==> src/rtl/v3ou_pkg.sv <==
`timescale 1ns / 1ps
// ----------------------------------------------------------------------------
// v3ou_pkg
// Shared types and constants of the Q16.16 3D vector unit: request and
// result beats, operation classes, sequencer states and the CORDIC tables.
// ----------------------------------------------------------------------------
package v3ou_pkg;

    // default CORDIC iteration count
    localparam int CORDIC_STEPS_DEF = 16;

    // command queue between front and back
    localparam int QDEPTH = 4;
    localparam int QAW    = $clog2(QDEPTH);

    // angle constants, degrees in Q16.16
    localparam logic [31:0] DEG360 = 32'd23592960;
    localparam logic signed [32:0] DEG360_S = 33'sd23592960;
    localparam logic signed [32:0] DEG180_S = 33'sd11796480;
    localparam logic signed [32:0] DEG90_S  = 33'sd5898240;

    // degrees to Q2.30 radians: round(pi/180 * 2^40), split in two pieces
    localparam logic [34:0] DEG_TO_RAD = 35'd19190098069;
    localparam int          RAD_SPLIT  = 18;
    localparam logic [17:0] RAD_LO     = DEG_TO_RAD[17:0];
    localparam logic [16:0] RAD_HI     = DEG_TO_RAD[34:18];

    // CORDIC start gain, Q2.30
    localparam logic signed [33:0] CORDIC_GAIN = 34'sd652032874;

    // arctan(2^-i), Q2.30
    localparam logic [31:0] ATAN_TAB [32] = '{
        32'h3243F6A8, 32'h1DAC6705, 32'h0FADBAFC, 32'h07F56EA6, 32'h03FEAB76,
        32'h01FFD55B, 32'h00FFFAAA, 32'h007FFF55, 32'h003FFFEA, 32'h001FFFFD,
        32'h000FFFFF, 32'h0007FFFF, 32'h0003FFFF, 32'h0001FFFF, 32'h0000FFFF,
        32'h00007FFF, 32'h00003FFF, 32'h00001FFF, 32'h00000FFF, 32'h000007FF,
        32'h000003FF, 32'h000001FF, 32'h000000FF, 32'h0000007F, 32'h0000003F,
        32'h0000001F, 32'h0000000F, 32'h00000008, 32'h00000004, 32'h00000002,
        32'h00000001, 32'h00000000
    };

    // operation selector codes
    typedef enum logic [3:0] {
        REQ_ADD   = 4'd0,
        REQ_SUB   = 4'd1,
        REQ_NEG   = 4'd2,
        REQ_SCALE = 4'd3,
        REQ_DOT   = 4'd4,
        REQ_CROSS = 4'd5,
        REQ_LEN   = 4'd6,
        REQ_NORM  = 4'd7,
        REQ_ROTX  = 4'd8,
        REQ_ROTY  = 4'd9,
        REQ_ROTZ  = 4'd10
    } t_req;

    // execution class chosen by the front end
    typedef enum logic [2:0] {
        CL_NONE,
        CL_LIN,
        CL_MUL,
        CL_SQRT,
        CL_ROT
    } t_cls;

    // back end sequencer states
    typedef enum logic [3:0] {
        BE_IDLE,
        BE_EXEC,
        BE_MUL,
        BE_SQRT,
        BE_SQFIN,
        BE_DSET,
        BE_DIV,
        BE_RED,
        BE_RAD0,
        BE_RAD1,
        BE_CORD,
        BE_OUT
    } t_be_state;

    // request beat
    typedef struct packed {
        logic [3:0]         req_type;
        logic signed [31:0] ax;
        logic signed [31:0] ay;
        logic signed [31:0] az;
        logic signed [31:0] bx;
        logic signed [31:0] by_comp;
        logic signed [31:0] bz;
        logic signed [31:0] scalar_in;
    } t_in_beat;

    // result beat
    typedef struct packed {
        logic signed [31:0] rx;
        logic signed [31:0] ry;
        logic signed [31:0] rz;
        logic signed [31:0] scalar_out;
        logic               zero_length;
    } t_out_beat;

    // queued command: class plus request
    typedef struct packed {
        t_cls     cls;
        t_in_beat req;
    } t_q_beat;

    // queue handshake toward the back end
    typedef struct packed {
        logic    valid;
        t_q_beat item;
    } t_q_head;

endpackage

==> src/rtl/v3ou_front.sv <==
`timescale 1ns / 1ps
// ----------------------------------------------------------------------------
// v3ou_front
// Accepts commands, classifies them by operation and holds them in a short
// queue until the back end takes them.
// ----------------------------------------------------------------------------
module v3ou_front (
    input  logic               i_clk,
    input  logic               i_rst_n,
    input  logic               i_start,
    output logic               o_busy,
    input  v3ou_pkg::t_in_beat i_req,
    input  logic               i_pop,
    output v3ou_pkg::t_q_head  o_head
);
    import v3ou_pkg::*;

    t_q_beat          r_mem [QDEPTH];
    logic [QAW-1:0]   r_wr, n_wr;
    logic [QAW-1:0]   r_rd, n_rd;
    logic [QAW:0]     r_count, n_count;
    logic             w_push;
    t_cls             w_cls;

    // classify the incoming beat
    always_comb begin
        unique case (i_req.req_type) inside
            REQ_ADD, REQ_SUB, REQ_NEG:           w_cls = CL_LIN;
            REQ_SCALE, REQ_DOT, REQ_CROSS:       w_cls = CL_MUL;
            REQ_LEN, REQ_NORM:                   w_cls = CL_SQRT;
            REQ_ROTX, REQ_ROTY, REQ_ROTZ:        w_cls = CL_ROT;
            default:                             w_cls = CL_NONE;
        endcase
    end

    assign o_busy = (r_count == (QAW+1)'(QDEPTH));
    assign w_push = i_start && !o_busy;

    // pointers and fill level
    always_comb begin
        n_wr    = r_wr;
        n_rd    = r_rd;
        n_count = r_count;
        if (w_push) begin
            n_wr = r_wr + 1'b1;
        end
        if (i_pop) begin
            n_rd = r_rd + 1'b1;
        end
        if (w_push && !i_pop) begin
            n_count = r_count + 1'b1;
        end else if (!w_push && i_pop) begin
            n_count = r_count - 1'b1;
        end
    end

    always_ff @(posedge i_clk) begin
        if (!i_rst_n) begin
            r_wr    <= '0;
            r_rd    <= '0;
            r_count <= '0;
        end else begin
            r_wr    <= n_wr;
            r_rd    <= n_rd;
            r_count <= n_count;
        end
    end

    // queue storage
    always_ff @(posedge i_clk) begin
        if (w_push) begin
            r_mem[r_wr] <= '{cls: w_cls, req: i_req};
        end
    end

    assign o_head.valid = (r_count != '0);
    assign o_head.item  = r_mem[r_rd];

    // fill level moves by one beat at most
    a_count_step: assert property (@(posedge i_clk) disable iff (!i_rst_n)
        (r_count != $past(r_count)) |->
            (r_count == $past(r_count) + 1'b1) || (r_count == $past(r_count) - 1'b1))
        else $error("queue count jumped");

    // back end never takes from an empty queue
    a_pop_nonempty: assert property (@(posedge i_clk) disable iff (!i_rst_n)
        i_pop |-> o_head.valid)
        else $error("pop on empty queue");

endmodule

==> config.mk <==
export PLATFORM = sky130hd
export DESIGN_NAME = v3ou_front
export DESIGN_NICKNAME = d
export VERILOG_FILES = /design/src/rtl/v3ou_pkg.sv /design/src/rtl/v3ou_front.sv
export SDC_FILE = /design/constraint.sdc
export NUM_CORES = 1
export LEC_CHECK = 0
export ABC_AREA = 1
export BUFFER_PORTS_ARGS = -buffer_cell sky130_fd_sc_hd__buf_2
export CAP_MARGIN = 20
export CORE_UTILIZATION = 40
export DETAILED_ROUTE_END_ITERATION = 16
export HOLD_SLACK_MARGIN = 0.12
export PLACE_DENSITY_LB_ADDON = 0.05
export SYNTH_ARGS = -nofsm -noshare
export SYNTH_HDL_FRONTEND = slang
export SYNTH_SLANG_ARGS = --single-unit
==> constraint.sdc <==
create_clock -name i_clk -period 14.62 [get_ports i_clk]
set_input_delay 2.193 -clock i_clk [delete_from_list [all_inputs] [get_ports i_clk]]
set_output_delay 2.193 -clock i_clk [all_outputs]
set_load 0.03 [all_outputs]
==> results.yml <==
placement:
  place.port_buffers: 464
  place_hpwl_um: 50000
  detailedPlace.worstSlack_ps: 8760
  final_gp_congestion: 0.753
global_route:
  grt_use_met2: 0.324
  antenna_violations_before_repair: 31
  grt_use_met1: 0.253
  grt_first_pass_wirelength_um: 128000
  globalRouteMet3Util: 0.0519
  global_route.peak_usage_layer: "met2"
  grt_start_max_net_pins: 197
  gr-total-overflow: 0
  gr-usage-all-layers: 0.195
  number_of_global_route_vias_before_repair: 20200
sta:
  unrepaired_setup_endpoints_after_global_routing: "no"
  finalMaxSlewViolations: 0
  fmax_ghz: 0.154
  period_share: 0.445
  totalNegativeSetupSlack_ps: 0
  layout_setup_ws_ps: 8110
  fin_hold_ws_ps: 449
  max_slew.worst_pin.slew_ps: 1100
  slew_headroom: 0.267
  finalHoldViolations: 0
  finClkSkew_ps: 24.8
  period_needed_ps: 6510
  final_count_of_negative_setup_slack_endpoints: 0
synthesis:
  synth_register_bits: 933
  synth.lib_cells_used.distinct: 20
  synthesis.yosys.warnings: 0
  netlist_top_cells_area: "sky130_fd_sc_hd__edfxtp_1, sky130_fd_sc_hd__o21ai_0, sky130_fd_sc_hd__nor2_1"
  synth_area_per_cell_sq_um: 15.0
  yosysTopAreaCellShare: 0.800
  mappedNetlistNets: 2544
  synthesis.instances: 2306
  synth-seq-area-share: 0.806
  synthDominantAreaCellType: "sky130_fd_sc_hd__edfxtp_1"
  netlist_area_sq_um: 34700
layout:
  mostFrequentLayoutCell: "sky130_fd_sc_hd__edfxtp_1"
  final_net_count: 2988
  synthToLayoutAreaGrowth_pct: 18.9
  post_route_cells_drive_above_1_share: 0.227
  most-common-layout-cells: "sky130_fd_sc_hd__edfxtp_1, sky130_fd_sc_hd__nor2_1, sky130_fd_sc_hd__buf_2"
  layout.filler_cells: 7481
drt:
  drc: 0
  routed_wire_length_per_instance_um: 22.2
  drt_first_pass_iters: 4
  ant_nets: 0
  drt-initial-drc-count: 1197
  vias: 20700
  wirelength_um: 88200
  via_cell_ratio: 5.19
floorplan:
  die_boundary_width_um: 296
  core-area_sq_um: 85500
  fp.dieH_um: 296
  pin_count: 465
  row_count: 107
  die-area_sq_um: 87900
  start_util: 0.405
power:
  p_per_area_nw_per_um2: 160
  cell_internal_power_dissipation_mw: 4.93
  power.share.combinational: 0.121
  power_switching_mw: 1.65
  power_leakage_nw: 14.2
  largest_vdd_supply_drop_v: 0.000102
  netSwitchingFraction: 0.251
  p_seq_frac: 0.484
  clock_power_share: 0.395
worst_hold_path:
  worst_hold_path.num_cells: 1
  worstHoldPathType: "reg2reg"
  worstHoldStart: "r_rd[1]$_SDFFE_PN0P_"
worst_setup_path:
  worst_r2r_endpoint: "r_mem[2][148]$_DFFE_PP_"
  worst_r2r_path_depth: 6
  critical_path.reg2reg.startpoint: "r_count[0]$_SDFFE_PN0P_"
  r2r_setup_slack_ps: 10780
  worst_ep_arrival_time_ps: 4320
  end_kind: "output pin"
  kind_of_start_point_of_the_critical_path: "flip-flop"
  crit_required_ps: 12430
  cp_max_fo: 81
  crit_path_kind: "reg2out"
cts:
  cts_tree: "done"
  cts_setup_buffers: 0
  cts_hold_repair.buffers: 0
  htree_num_levels: 3
  clkLatencyLatePin_ps: 640
  post_cts_clock_slew_at_the_launch_and_capture_registers_of_the_worst_setup_and_hold_paths_ps: 60
  number_of_buffers_on_the_longest_clock_path: 3
  cts_repair_resize_count: 0
  clock-root-buffer: "sky130_fd_sc_hd__clkbuf_16"
  clock_sink_count: 933
  numCtsBuffers: 101
status:
  outcome: "finished, final reports clean"
flow_run:
  max_cap_viol_count: 0
==> state kept, by name (all words and copies together), names as in the netlist, named ones only <==
register / count
r_count: 3
r_mem: 924
r_rd: 2
r_wr: 2
==> cells in the mapped netlist (all sizes together) <==
cell type,number
edfxtp,924
nor2,472
o21ai,466
o22ai,231
buf,90
clkbuf,63
inv,21
nand2,11
dfxtp,9
a21oi,7
ha,5
nand3,4
fa,1
nand3b,1
nand4,1
==> logic make-up (layout without fill, tap and decap cells) <==
kind of cell | after synthesis | count (layout) | synth area share
compound gates | 704 | 704 | 0.110
fa+ha+maj | 6 | 6 | 0.00238
buf+inv | 174 | 696 | 0.0289
flops | 933 | 933 | 0.806
other cells | 0 | 7 | 0
simple gates | 489 | 489 | 0.0533
==> per-stage QoR <==
stage	cells	power, mW	area [sq um]	util
after global placement	3790	4.04	37800	0.442
after CTS	3971	6.67	41200	0.482
after floorplan	2306	3.81	34700	-
after detailed placement	3790	4.05	37800	0.442
final	3979	6.58	41200	0.482
after global routing	3976	6.83	41200	0.482
==> power by group through the flow <==
stage          registers, mW  logic, mW  clock network (mW)
3_5_place_dp            3.24      0.814                   0
3_3_place_gp            3.24      0.807                   0
2_1_floorplan           3.29      0.512                   0
6_report                3.18      0.798                2.60
5_1_grt                 3.20      0.863                2.77
4_1_cts                 3.18      0.815                2.67
==> worst max-delay path: stages (launching register included) <==
cell,delay [ps]
sky130_fd_sc_hd__dfxtp_4,750
sky130_fd_sc_hd__buf_4,630
sky130_fd_sc_hd__buf_4,750
sky130_fd_sc_hd__buf_4,700
sky130_fd_sc_hd__o21ai_0,190
sky130_fd_sc_hd__o22ai_1,260
sky130_fd_sc_hd__buf_2,240
==> final cells by class <==
class | count | area (sq um) | share of cell area
clock inverter | 54 | 713 | 0.0173
sequential | 933 | 27900 | 0.677
tap | 1144 | 1430 | 0.0347
multi-input combinational | 1199 | 5770 | 0.140
inverter | 21 | 91.3 | 0.00221
antenna | 7 | 17.5 | 0.000425
timing repair buffer | 494 | 2580 | 0.0626
clock buffer | 127 | 2700 | 0.0654
==> how the worst max path moves through the flow <==
stage                     depth (start not counted)                     to
after detailed placement                          6             o_head[58]
after CTS                                         6             o_head[58]
after global placement                            6            o_head[104]
final                                             6             o_head[92]
after global routing                              6             o_head[57]
after floorplan                                   2  r_mem[0][0]$_DFFE_PP_
==> layer usage <==
layer | share of wire | up-vias | wire length (um)
met5 | 0.0027 | - | 237
met4 | 0.019 | 38 | 1710
met3 | 0.068 | 150 | 5980
met2 | 0.49 | 491 | 43200
met1 | 0.42 | 10300 | 37100
li1 | - | 9650 | -
(Power assumes the default switching activity.)
